### config.mk
export PLATFORM = sky130hd
export DESIGN_NAME = spritz_sponge_cipher
export DESIGN_NICKNAME = d
export VERILOG_FILES = /design/src/spz_pkg.sv /design/src/spritz_sponge_cipher.sv /design/src/spz_ram.sv
export SDC_FILE = /design/constraint.sdc
export NUM_CORES = 2
export LEC_CHECK = 0
export ABC_AREA = 1
export BUFFER_PORTS_ARGS = -buffer_cell sky130_fd_sc_hd__buf_2
export CORE_UTILIZATION = 40
export DETAILED_ROUTE_END_ITERATION = 8
export PLACE_DENSITY = 0.54
export SKIP_LAST_GASP = 1
export SLEW_MARGIN = 20
export SYNTH_ARGS = -nofsm -noshare
export SYNTH_HDL_FRONTEND = slang
export SYNTH_SLANG_ARGS = --single-unit
### constraint.sdc
create_clock -name clk -period 16 [get_ports clk]
set_input_delay 3.2 -clock clk [delete_from_list [all_inputs] [get_ports clk]]
set_output_delay 3.2 -clock clk [all_outputs]
set_load 0.02 [all_outputs]
### src/spz_pkg.sv
// ----------------------------------------------------------------------------
// spz_pkg
// Types, sizes and command codes shared by the Spritz sponge block.
// ----------------------------------------------------------------------------
`default_nettype none

package spz_pkg;

    // Permutation geometry.
    localparam int PERM_DEPTH = 256;
    localparam int ADDR_W     = $clog2(PERM_DEPTH);
    localparam int DATA_W     = 8;
    localparam int HALF_SIZE  = PERM_DEPTH / 2;
    localparam int HALF_W     = ADDR_W - 1;
    localparam int WHIP_STEPS = PERM_DEPTH * 2;
    localparam int CNT_W      = $clog2(WHIP_STEPS);

    // Shuffle is whip, crush, whip, crush, whip.
    localparam int PHASE_W    = 3;
    localparam logic [PHASE_W-1:0] LAST_PHASE = PHASE_W'(4);

    // Command codes carried on tuser.
    localparam int CMD_W = 2;
    localparam logic [CMD_W-1:0] CMD_RESET  = 2'd0;
    localparam logic [CMD_W-1:0] CMD_ABSORB = 2'd1;
    localparam logic [CMD_W-1:0] CMD_STOP   = 2'd2;
    localparam logic [CMD_W-1:0] CMD_DRIP   = 2'd3;

    typedef logic [DATA_W-1:0] byte_t;
    typedef logic [CMD_W-1:0]  cmd_t;

endpackage

`default_nettype wire

### src/spritz_sponge_cipher.sv
// The reset command runs a sweep that writes the identity into the permutation.
// A shuffle, when due, adds 1,536 updates of five states each (U0 to U4).
// Every cycle costs one access on the single-port permutation RAM; one item at a time.
// After rst_n rises, a clearing pass writes all 256 entries before the first input transfer.
// ----------------------------------------------------------------------------
// spritz_sponge_cipher
// Spritz sponge (N = 256) with absorb, absorb-stop, drip and reset commands,
// run by a small sequencer around one shared adder and one RAM port.
// ----------------------------------------------------------------------------
`default_nettype none

module spritz_sponge_cipher (
    input  wire logic             clk,
    input  wire logic             rst_n,
    input  wire logic             s_axis_tvalid,
    output logic                  s_axis_tready,
    input  wire spz_pkg::byte_t   s_axis_tdata,   // [7:0] data_byte
    input  wire spz_pkg::cmd_t    s_axis_tuser,   // [1:0] cmd
    output logic                  m_axis_tvalid,
    input  wire logic             m_axis_tready,
    output spz_pkg::byte_t        m_axis_tdata    // [7:0] out_byte
);

    import spz_pkg::*;

    // Sequencer states.
    localparam int ST_W = 5;
    localparam logic [ST_W-1:0] ST_IDLE = 5'd0;
    localparam logic [ST_W-1:0] ST_CLR  = 5'd1;
    localparam logic [ST_W-1:0] ST_CHK  = 5'd2;
    localparam logic [ST_W-1:0] ST_U0   = 5'd3;
    localparam logic [ST_W-1:0] ST_U1   = 5'd4;
    localparam logic [ST_W-1:0] ST_U2   = 5'd5;
    localparam logic [ST_W-1:0] ST_U3   = 5'd6;
    localparam logic [ST_W-1:0] ST_U4   = 5'd7;
    localparam logic [ST_W-1:0] ST_D0   = 5'd8;
    localparam logic [ST_W-1:0] ST_D1   = 5'd9;
    localparam logic [ST_W-1:0] ST_D2   = 5'd10;
    localparam logic [ST_W-1:0] ST_D3   = 5'd11;
    localparam logic [ST_W-1:0] ST_N0   = 5'd12;
    localparam logic [ST_W-1:0] ST_N1   = 5'd13;
    localparam logic [ST_W-1:0] ST_N2   = 5'd14;
    localparam logic [ST_W-1:0] ST_N3   = 5'd15;
    localparam logic [ST_W-1:0] ST_C0   = 5'd16;
    localparam logic [ST_W-1:0] ST_C1   = 5'd17;
    localparam logic [ST_W-1:0] ST_C2   = 5'd18;
    localparam logic [ST_W-1:0] ST_C3   = 5'd19;
    localparam logic [ST_W-1:0] ST_DONE = 5'd20;

    localparam logic [ADDR_W-1:0] HALF_ADDR  = ADDR_W'(HALF_SIZE);
    localparam logic [CNT_W-1:0]  WHIP_LAST  = CNT_W'(WHIP_STEPS - 1);
    localparam logic [HALF_W-1:0] CRUSH_LAST = HALF_W'(HALF_SIZE - 1);
    localparam logic [ADDR_W-1:0] CLR_LAST   = ADDR_W'(PERM_DEPTH - 1);

    // Control state.
    logic [ST_W-1:0]    state_reg, state_next;
    logic [CNT_W-1:0]   cnt_reg, cnt_next;
    logic [PHASE_W-1:0] phase_reg, phase_next;
    logic               drip_mode_reg, drip_mode_next;
    logic               nib_hi_reg, nib_hi_next;
    logic               cmd_pend_reg, cmd_pend_next;
    logic               out_valid_reg, out_valid_next;
    byte_t              idx_i_reg, idx_i_next;
    byte_t              idx_j_reg, idx_j_next;
    byte_t              idx_k_reg, idx_k_next;
    byte_t              last_out_reg, last_out_next;
    byte_t              absorb_pos_reg, absorb_pos_next;
    byte_t              step_w_reg, step_w_next;

    // Payload.
    cmd_t               cmd_reg, cmd_next;
    byte_t              data_reg, data_next;
    byte_t              tmp_reg, tmp_next;
    byte_t              res_reg, res_next;
    byte_t              out_data_reg, out_data_next;

    // RAM port and shared adder.
    logic               ram_we;
    logic [ADDR_W-1:0]  ram_addr;
    byte_t              ram_wdata;
    byte_t              ram_rdata;
    byte_t              alu_a, alu_b, alu_c, alu_sum;

    logic               in_xfer;
    logic [3:0]         nibble;
    logic [ADDR_W-1:0]  crush_lo;

    spz_ram #(
        .Width (DATA_W),
        .Depth (PERM_DEPTH)
    ) u_spz_ram (
        .clk   (clk),
        .we    (ram_we),
        .addr  (ram_addr),
        .wdata (ram_wdata),
        .rdata (ram_rdata)
    );

    assign alu_sum  = alu_a + alu_b + alu_c;
    assign in_xfer  = s_axis_tvalid && s_axis_tready;
    assign nibble   = nib_hi_reg ? data_reg[7:4] : data_reg[3:0];
    assign crush_lo = {1'b0, cnt_reg[HALF_W-1:0]};

    assign s_axis_tready = (state_reg == ST_IDLE);
    assign m_axis_tvalid = out_valid_reg;
    assign m_axis_tdata  = out_data_reg;

    // Sequencer: each state issues one RAM access and at most one add.
    always_comb
    begin
        state_next      = state_reg;
        cnt_next        = cnt_reg;
        phase_next      = phase_reg;
        drip_mode_next  = drip_mode_reg;
        nib_hi_next     = nib_hi_reg;
        cmd_pend_next   = cmd_pend_reg;
        out_valid_next  = out_valid_reg;
        idx_i_next      = idx_i_reg;
        idx_j_next      = idx_j_reg;
        idx_k_next      = idx_k_reg;
        last_out_next   = last_out_reg;
        absorb_pos_next = absorb_pos_reg;
        step_w_next     = step_w_reg;
        cmd_next        = cmd_reg;
        data_next       = data_reg;
        tmp_next        = tmp_reg;
        res_next        = res_reg;
        out_data_next   = out_data_reg;
        ram_we          = 1'b0;
        ram_addr        = cnt_reg[ADDR_W-1:0];
        ram_wdata       = tmp_reg;
        alu_a           = idx_i_reg;
        alu_b           = step_w_reg;
        alu_c           = '0;

        // The consumer takes the waiting result.
        if (out_valid_reg && m_axis_tready)
        begin
            out_valid_next = 1'b0;
        end

        case (state_reg)
            ST_IDLE:
            begin
                if (in_xfer)
                begin
                    cmd_next    = s_axis_tuser;
                    data_next   = s_axis_tdata;
                    nib_hi_next = 1'b0;
                    if (s_axis_tuser == CMD_RESET)
                    begin
                        idx_i_next      = '0;
                        idx_j_next      = '0;
                        idx_k_next      = '0;
                        last_out_next   = '0;
                        absorb_pos_next = '0;
                        step_w_next     = 8'd1;
                        cnt_next        = '0;
                        cmd_pend_next   = 1'b1;
                        state_next      = ST_CLR;
                    end
                    else
                    begin
                        state_next = ST_CHK;
                    end
                end
            end

            // Write the identity permutation, one entry per cycle.
            ST_CLR:
            begin
                ram_we    = 1'b1;
                ram_addr  = cnt_reg[ADDR_W-1:0];
                ram_wdata = cnt_reg[ADDR_W-1:0];
                cnt_next  = cnt_reg + 1'b1;
                if (cnt_reg[ADDR_W-1:0] == CLR_LAST)
                begin
                    res_next   = '0;
                    state_next = cmd_pend_reg ? ST_DONE : ST_IDLE;
                end
            end

            // Decide whether a shuffle is due before the command proper.
            ST_CHK:
            begin
                case (cmd_reg)
                    CMD_ABSORB:
                    begin
                        if (absorb_pos_reg == HALF_ADDR)
                        begin
                            phase_next     = '0;
                            cnt_next       = '0;
                            drip_mode_next = 1'b0;
                            state_next     = ST_U0;
                        end
                        else
                        begin
                            state_next = ST_N0;
                        end
                    end
                    CMD_STOP:
                    begin
                        if (absorb_pos_reg == HALF_ADDR)
                        begin
                            phase_next     = '0;
                            cnt_next       = '0;
                            drip_mode_next = 1'b0;
                            state_next     = ST_U0;
                        end
                        else
                        begin
                            absorb_pos_next = absorb_pos_reg + 1'b1;
                            res_next        = '0;
                            state_next      = ST_DONE;
                        end
                    end
                    CMD_DRIP:
                    begin
                        if (absorb_pos_reg != '0)
                        begin
                            phase_next     = '0;
                            cnt_next       = '0;
                            drip_mode_next = 1'b0;
                        end
                        else
                        begin
                            drip_mode_next = 1'b1;
                        end
                        state_next = ST_U0;
                    end
                    default:
                    begin
                        res_next   = '0;
                        state_next = ST_DONE;
                    end
                endcase
            end

            // Update step: i += w, read perm[i].
            ST_U0:
            begin
                alu_a      = idx_i_reg;
                alu_b      = step_w_reg;
                ram_addr   = alu_sum;
                idx_i_next = alu_sum;
                state_next = ST_U1;
            end

            // Keep perm[i], read perm[j + perm[i]].
            ST_U1:
            begin
                tmp_next   = ram_rdata;
                alu_a      = idx_j_reg;
                alu_b      = ram_rdata;
                ram_addr   = alu_sum;
                state_next = ST_U2;
            end

            // New j, read perm[j].
            ST_U2:
            begin
                alu_a      = idx_k_reg;
                alu_b      = ram_rdata;
                idx_j_next = alu_sum;
                ram_addr   = alu_sum;
                state_next = ST_U3;
            end

            // New k, first half of the swap: perm[i] = perm[j].
            ST_U3:
            begin
                alu_a      = idx_i_reg;
                alu_b      = idx_k_reg;
                alu_c      = ram_rdata;
                idx_k_next = alu_sum;
                ram_we     = 1'b1;
                ram_addr   = idx_i_reg;
                ram_wdata  = ram_rdata;
                state_next = ST_U4;
            end

            // Second half of the swap, then pick the next step.
            ST_U4:
            begin
                ram_we    = 1'b1;
                ram_addr  = idx_j_reg;
                ram_wdata = tmp_reg;
                if (drip_mode_reg)
                begin
                    state_next = ST_D0;
                end
                else if (cnt_reg == WHIP_LAST)
                begin
                    step_w_next = step_w_reg + 8'd2;
                    cnt_next    = '0;
                    if (phase_reg == LAST_PHASE)
                    begin
                        absorb_pos_next = '0;
                        state_next      = ST_CHK;
                    end
                    else
                    begin
                        phase_next = phase_reg + 1'b1;
                        state_next = ST_C0;
                    end
                end
                else
                begin
                    cnt_next   = cnt_reg + 1'b1;
                    state_next = ST_U0;
                end
            end

            // Output lookups: z + k, then i + t, then j + t.
            ST_D0:
            begin
                alu_a      = last_out_reg;
                alu_b      = idx_k_reg;
                ram_addr   = alu_sum;
                state_next = ST_D1;
            end

            ST_D1:
            begin
                alu_a      = idx_i_reg;
                alu_b      = ram_rdata;
                ram_addr   = alu_sum;
                state_next = ST_D2;
            end

            ST_D2:
            begin
                alu_a      = idx_j_reg;
                alu_b      = ram_rdata;
                ram_addr   = alu_sum;
                state_next = ST_D3;
            end

            ST_D3:
            begin
                last_out_next  = ram_rdata;
                res_next       = data_reg ^ ram_rdata;
                drip_mode_next = 1'b0;
                state_next     = ST_DONE;
            end

            // Absorb one nibble: swap perm[a] with perm[128 + nibble].
            ST_N0:
            begin
                ram_addr   = absorb_pos_reg;
                state_next = ST_N1;
            end

            ST_N1:
            begin
                tmp_next   = ram_rdata;
                alu_a      = HALF_ADDR;
                alu_b      = {4'h0, nibble};
                ram_addr   = alu_sum;
                state_next = ST_N2;
            end

            ST_N2:
            begin
                ram_we     = 1'b1;
                ram_addr   = absorb_pos_reg;
                ram_wdata  = ram_rdata;
                state_next = ST_N3;
            end

            ST_N3:
            begin
                alu_a           = HALF_ADDR;
                alu_b           = {4'h0, nibble};
                ram_we          = 1'b1;
                ram_addr        = alu_sum;
                ram_wdata       = tmp_reg;
                absorb_pos_next = absorb_pos_reg + 1'b1;
                if (!nib_hi_reg)
                begin
                    nib_hi_next = 1'b1;
                    state_next  = ST_CHK;
                end
                else
                begin
                    res_next   = '0;
                    state_next = ST_DONE;
                end
            end

            // Crush: order the pair (perm[v], perm[255 - v]).
            ST_C0:
            begin
                ram_addr   = crush_lo;
                state_next = ST_C1;
            end

            ST_C1:
            begin
                tmp_next   = ram_rdata;
                ram_addr   = ~crush_lo;
                state_next = ST_C2;
            end

            ST_C2:
            begin
                if (tmp_reg > ram_rdata)
                begin
                    ram_we     = 1'b1;
                    ram_addr   = crush_lo;
                    ram_wdata  = ram_rdata;
                    state_next = ST_C3;
                end
                else if (cnt_reg[HALF_W-1:0] == CRUSH_LAST)
                begin
                    phase_next = phase_reg + 1'b1;
                    cnt_next   = '0;
                    state_next = ST_U0;
                end
                else
                begin
                    cnt_next   = cnt_reg + 1'b1;
                    state_next = ST_C0;
                end
            end

            ST_C3:
            begin
                ram_we    = 1'b1;
                ram_addr  = ~crush_lo;
                ram_wdata = tmp_reg;
                if (cnt_reg[HALF_W-1:0] == CRUSH_LAST)
                begin
                    phase_next = phase_reg + 1'b1;
                    cnt_next   = '0;
                    state_next = ST_U0;
                end
                else
                begin
                    cnt_next   = cnt_reg + 1'b1;
                    state_next = ST_C0;
                end
            end

            // Hand the result to the output register once it is free.
            ST_DONE:
            begin
                if (!out_valid_reg || m_axis_tready)
                begin
                    out_valid_next = 1'b1;
                    out_data_next  = res_reg;
                    cmd_pend_next  = 1'b0;
                    state_next     = ST_IDLE;
                end
            end

            default:
            begin
                state_next = ST_IDLE;
            end
        endcase
    end

    // Control registers; reset starts the clearing pass.
    always_ff @(posedge clk or negedge rst_n)
    begin
        if (!rst_n)
        begin
            state_reg      <= ST_CLR;
            cnt_reg        <= '0;
            phase_reg      <= '0;
            drip_mode_reg  <= 1'b0;
            nib_hi_reg     <= 1'b0;
            cmd_pend_reg   <= 1'b0;
            out_valid_reg  <= 1'b0;
            idx_i_reg      <= '0;
            idx_j_reg      <= '0;
            idx_k_reg      <= '0;
            last_out_reg   <= '0;
            absorb_pos_reg <= '0;
            step_w_reg     <= 8'd1;
        end
        else
        begin
            state_reg      <= state_next;
            cnt_reg        <= cnt_next;
            phase_reg      <= phase_next;
            drip_mode_reg  <= drip_mode_next;
            nib_hi_reg     <= nib_hi_next;
            cmd_pend_reg   <= cmd_pend_next;
            out_valid_reg  <= out_valid_next;
            idx_i_reg      <= idx_i_next;
            idx_j_reg      <= idx_j_next;
            idx_k_reg      <= idx_k_next;
            last_out_reg   <= last_out_next;
            absorb_pos_reg <= absorb_pos_next;
            step_w_reg     <= step_w_next;
        end
    end

    // Payload registers.
    always_ff @(posedge clk)
    begin
        cmd_reg      <= cmd_next;
        data_reg     <= data_next;
        tmp_reg      <= tmp_next;
        res_reg      <= res_next;
        out_data_reg <= out_data_next;
    end

endmodule

`default_nettype wire

### src/spz_ram.sv
// ----------------------------------------------------------------------------
// spz_ram
// Generic single-port RAM with registered read data.
// ----------------------------------------------------------------------------
`default_nettype none

module spz_ram #(
    parameter int Width = spz_pkg::DATA_W,
    parameter int Depth = spz_pkg::PERM_DEPTH
) (
    input  wire logic                     clk,
    input  wire logic                     we,
    input  wire logic [$clog2(Depth)-1:0] addr,
    input  wire logic [Width-1:0]         wdata,
    output logic      [Width-1:0]         rdata
);

    logic [Width-1:0] mem_reg [Depth];
    logic [Width-1:0] rdata_reg;

    // One access per cycle: a write, or a read that lands next cycle.
    always_ff @(posedge clk)
    begin
        if (we)
        begin
            mem_reg[addr] <= wdata;
        end
        else
        begin
            rdata_reg <= mem_reg[addr];
        end
    end

    assign rdata = rdata_reg;

endmodule

`default_nettype wire

## After elaboration in Yosys (flattened, before gate mapping)

Memory sizes are Yosys's and may differ from the RTL's. A register that Yosys moved wholly into a read port is not among the register bits.
Cells that the tools add are included.

- Bits in registers: 103
- Bits in latches: 0
- Bits in writable memories: 2048
- Bits in read-only memories: 0
- Input bits: 14
- Output and inout bits: 10
- Memories: 1

- Add/subtract/negate cells: 6
- $mul: 0
- Divide/modulo/power cells: 0
- $lt $le $gt $ge: 1
- Eq/ne operators: 45
- Shift-type cells: 0
- Multiplexer cells: 81
- Bitwise gates (word level): 2
- Reduce and logical (&&, ||, !) cells: 47

Memories:

| memory | depth | width | read ports | clocked after memory_dff | write ports | RTL line | RTL |
|---|---|---|---|---|---|---|---|
| u_spz_ram.mem_reg | 256 | 8 | 1 | 1 | 1 | spz_ram.sv:18 | `logic [Width-1:0] mem_reg [Depth];` |

Operator list:

| kind | number |
|---|---|
| two-way mux 8 bit | 17 |
| one-hot mux 5 bit (21 select lines) | 1 |
| one-hot mux 8 bit (2 select lines) | 6 |
| one-hot mux 8 bit (4 select lines) | 3 |
| two-way mux 9 bit | 8 |
| one-hot mux 8 bit (7 select lines) | 1 |
| two-way mux 5 bit | 11 |
| one-hot mux 9 bit (6 select lines) | 1 |
| one-hot mux 8 bit (3 select lines) | 2 |
| == test 5 x 4 -> 1 bit, second input constant | 8 |
| == test 5 bit, second input constant | 5 |
| AND reduction 8 bit | 3 |
| two-way mux 3 bit | 7 |
| == test 5 x 3 -> 1 bit, second input constant | 4 |
| != test 2 bit, second input constant | 10 |
| one-hot mux 9 bit (2 select lines) | 1 |
| AND reduction 3 bit | 6 |
| adder 8 bit | 2 |
| == test 8 bit, second input constant | 2 |
| nonzero test 2 bit | 8 |
| OR reduction 2 bit | 8 |
| one-hot mux 5 bit (3 select lines) | 1 |
| two-way mux 1 bit | 12 |
| != test 3 bit, second input constant | 4 |
| other kinds (35) | 51 |

## Depth between registers and ports, before layout

- Depth in word-level cells: 6
- Mapped depth: 35
- Mapped depth without buffers: 32

## By module

From an unflattened synthesis, not the netlist that was laid out.

- Cells, all modules: 8828
- Area total of the unflattened synthesis: 91667.9 µm²

By module, submodules not included:

| module | instances | cells an instance | area an instance (µm²) |
|---|---|---|---|
| spz_ram | 1 | 8022 | 84956.5 |
| spritz_sponge_cipher | 1 | 806 | 6711.4 |

## Worst setup path after synthesis

Ideal clock, no wire load.

- Path kind: reg2reg
- From: reg u_spz_ram.rdata_reg[1] (netlist: u_spz_ram.rdata[1]), read port of u_spz_ram.mem_reg
- To: mem u_spz_ram.mem_reg[0][0] in the netlist's numbering, data pin
- Arrival: 11.569 ns
- Required time: 13.812 ns
- Setup slack: 2.243 ns
- Stages on the path, launching flop included: 11
- Clock period less this slack: 13.757 ns
- Cell sequence: edfxtp_1 -> inv_1 -> ha_1 -> a21oi_1 -> o21ai_0 -> a21oi_1 -> nor2_1 -> nand4_1 -> clkbuf_1 -> nand3_1 -> o21ai_0

- Word-level cells in the longest chain between the ends: 3

Ends and longest elaborated chain:

| item | RTL line | RTL |
|---|---|---|
| start: declaration | spz_ram.sv:19 | `logic [Width-1:0] rdata_reg;` |
| > comparator 8 bit | spritz_sponge_cipher.sv:407 | `if (tmp_reg > ram_rdata)` |
| two-way mux 8 bit | spritz_sponge_cipher.sv:407 |  |
| one-hot mux 8 bit (3 select lines) | spritz_sponge_cipher.sv:142 | `case (state_reg)` |
| via ram_wdata[0] | spritz_sponge_cipher.sv:80 | `byte_t ram_wdata;` |
| end: declaration | spz_ram.sv:18 |  |

The timed path passes the listed nets, and every way through them passes these cells.

## Worst setup path after layout

- From: reg state_reg[0]
- To: reg u_spz_ram.rdata_reg[3] (netlist: u_spz_ram.rdata[3]), read port of u_spz_ram.mem_reg, data pin

- Word-level cells in the longest chain between the ends: 6
- Elaborated cells between the ends (all ways): 33

Ends and longest elaborated chain:

| item | RTL line | RTL |
|---|---|---|
| start: declaration | spritz_sponge_cipher.sv:56 | `logic [ST_W-1:0] state_reg, state_next;` |
| start signal: assignment | spritz_sponge_cipher.sv:485 | `state_reg <= state_next;` |
| == test 5 x 4 -> 1 bit or == test 5 x 3 -> 1 bit (tied branches) | spritz_sponge_cipher.sv:142 |  |
| OR reduction 4 bit (no source line) or OR reduction 2 bit (tied branches) | n/a |  |
| one-hot mux 8 bit (3 select lines) or one-hot mux 8 bit (4 select lines) (tied branches) | spritz_sponge_cipher.sv:142 |  |
| adder 8 bit (2 in series) | spritz_sponge_cipher.sv:99 | `assign alu_sum = alu_a + alu_b + alu_c;` |
| one-hot mux 8 bit (7 select lines) | spritz_sponge_cipher.sv:142 |  |

Parallel ways exist; a longest one is shown, timed or not.
A chain may end at the register's enable or synchronous reset.

==> run metrics <==
WHS Path Cells 0; post-synth net total between 9000 and 10000; library cells used by synthesis between 50 and 60; Register Area ~64000 um2; multi-input logic area between 20000 and 30000 um2; Post-DRT Antenna Nets 0; hold_sp res_reg[2]; Setup Skew 0.04735 ns; TritonRoute pass-1 iters 6; routability cong. 0.8954; period utilization 0.5420; first-pass GRT wire length 410700 um; YS warnings 0; largest net degree at the start of global routing slightly below 200; Post-synth EDFFs about 2100; Post-CTS Setup Inserts 0; drc violations 0; Synth area leader edfxtp_1; Worst-Margin Slew ~1.4 ns; Initial Utilization 0.4024; Critical Path End Type register; clock sink count 2159; Critical R2R Capture u_spz_ram.rdata[3]; unrepaired setup endpoints after global routing false; max FFs per register a little over 2000; Yosys top cell area share 0.6708; drt first-iter violations 6561; Num CTS Buffers 226; Overall Global Routing Usage 0.2306; critical path arrival between 9 and 10 ns; Filler Cells Inserted roughly 22000; Worst slew margin 0.06313; initial antenna violation count 9; worst-path fanout max roughly 180; CTS Root Cell clkbuf_16; ys flop type edfxtp_1; top post-synthesis cells by area edfxtp_1 (67%), nand2_1 (20%), nand3_1 (2.9%); R2R Setup Slk approximately 7.3 ns; grt total ovfl 0; mapped cell area ~94000 um2; Reg2Reg Depth 27; vias 64840; register area share after synthesis 0.6893; number of global-route vias before repair 62500; average wire per standard cell between 20 and 25 um; CTS tree done; setup_tns 0 ns; post-cts repair resize count 0; die width roughly 500 um; crit start category register; CP required 16.75 ns; Setup Crit Path Kind reg -> reg; total I/O pin count 24; DP HPWL roughly 160000 um; final hold viol count 0; post-layout minimum cycle time between 8 and 9 ns; Buffers on Ports 23; outcome completed; Clk pin slew, worst setup/hold paths roughly 0.060 ns; syn_area_per_cell 10.06 um2; deepest level of the CTS H-tree 4; asr flop ratio synth 0.03196; gate count of the mapped netlist just over 9000; share of layout cells above drive strength 1 0.05681; Max clock buf depth 3; final setup violation count 0; max cap viols 0; hold endpoint m_axis_tdata[2]; Fmax around 120 MHz; Via density about 5.2; Area Growth Syn to Fin 10.79%; row cnt 177; Core ar. around 230000 um2; Die Area 235800 um2; Die H 485.6 um; Slew Limit Fails 0; Nets 9184; Min-Delay Path Class reg -> reg; Seq cells post-synth 2159; CTS Hold Buffers Added 0; reg2reg start state_reg[0]; Clock Latency Late Sink approximately 0.9 ns; critical path startpoint state_reg[0]; Total Wirelength between 200000 and 300000 um
worst max-delay path, stage by stage (launching register included):
cell and delay, ns:
dfstp_2 0.62, inv_2 0.10, nand2_2 0.14, nor2_1 0.08, nand2_2 0.29, inv_2 0.19
a21oi_4 0.27, nand3_2 0.30, o21ai_0 0.37, fa_1 0.55, nor2_1 0.24, nor2_4 0.18
nand2_8 0.50, buf_4 0.91, buf_4 1.00, buf_12 0.55, nand2_1 0.10, nand2_1 0.10
nand2_1 0.05, nand2_1 0.08, nand2_1 0.06, nand2_1 0.12, o21ai_1 0.06, nand2_1 0.28
nor2_1 0.12, nor2_1 0.73, nor2_1 0.12, nand2_1 0.10
through the flow:
step	instance area, um2	hold WS [ns]	cells	worst slack (ns)	util
finish	103700	0.4193	12380	7.328	0.4458
global placement	96340	0.4002	11950	7.552	0.4143
floorplan	93560	0.4003	9299	2.243	-
CTS	103600	0.4227	12370	7.410	0.4457
global route	103700	0.4265	12370	6.957	0.4457
detailed placement	96350	0.4084	11950	7.435	0.4144
logic make-up (layout without fill, tap and decap cells):
| group | Yosys count | in the layout | synth area share |
|---|---|---|---|
| AO/OA/AOI/OAI | 314 | 314 | 0.01907 |
| XOR/XNOR | 11 | 11 | 0.001030 |
| flip-flops | 2159 | 2159 | 0.6893 |
| other | 0 | 2 | 0 |
| AND/OR/NAND/NOR | 6117 | 6117 | 0.2549 |
| adder cells (fa/ha/maj) | 34 | 34 | 0.005189 |
| buffers and inverters | 664 | 695 | 0.03056 |
cell usage after synthesis (all sizes together) (3+ instances only):
master / n
ha: 26
o221ai: 14
xnor2: 8
nand2: 5104
inv: 152
nand3: 548
a2111oi: 4
fa: 8
xor2: 3
o2111ai: 6
o211ai: 3
edfxtp: 2090
nor4: 7
nand4: 12
dfrtp: 67
nor3b: 3
clkbuf: 212
a211oi: 3
nor3: 21
o22ai: 39
a31oi: 4
o21ai: 179
nor2: 416
a21oi: 52
buf: 298
routing by layer:
| layer | GRT usage | routed length, um | vias up |
|---|---|---|---|
| met5 | 0 | 0 | - |
| met4 | 0.07533 | 8570 | 0 |
| met3 | 0.03236 | 18370 | 430 |
| met2 | 0.3718 | 129300 | 2351 |
| met1 | 0.3204 | 119400 | 31640 |
| li1 | - | - | 30420 |
layout make-up:
| class | instances | share of cell area |
|---|---|---|
| flip-flops and latches | 2159 | 0.6222 |
| clock inverters | 154 | 0.01395 |
| clock buffers | 268 | 0.05638 |
| diodes | 2 | 0.00004828 |
| multi-input cells | 6476 | 0.2555 |
| repair buffers | 119 | 0.009427 |
| inverters | 154 | 0.005830 |
| well taps | 3043 | 0.03673 |
how the worst max path moves through the flow:
stage / endpoint / cells past startpoint
after detailed placement: u_spz_ram.rdata[3] / 27
after global routing: u_spz_ram.rdata[3] / 27
final: u_spz_ram.rdata[3] / 27
after CTS: u_spz_ram.rdata[3] / 27
after global placement: u_spz_ram.rdata[3] / 27
after floorplan: u_spz_ram.mem_reg[0][0] / 10
layout by cell type, fill, tap and decap left out, drive strengths merged, types with 67 or more instances in the layout:
master,netlist,layout
clkbuf,212,268
dfrtp,67,67
edfxtp,2090,2090
inv,152,161
nand3,548,548
o21ai,179,179
clkinv,2,115
nand2,5104,5104
buf,298,119
nor2,416,416
Power is left out: the tool's default activity adds up to more than one toggle a clock period on the data nets, which glitch-free logic cannot reach.
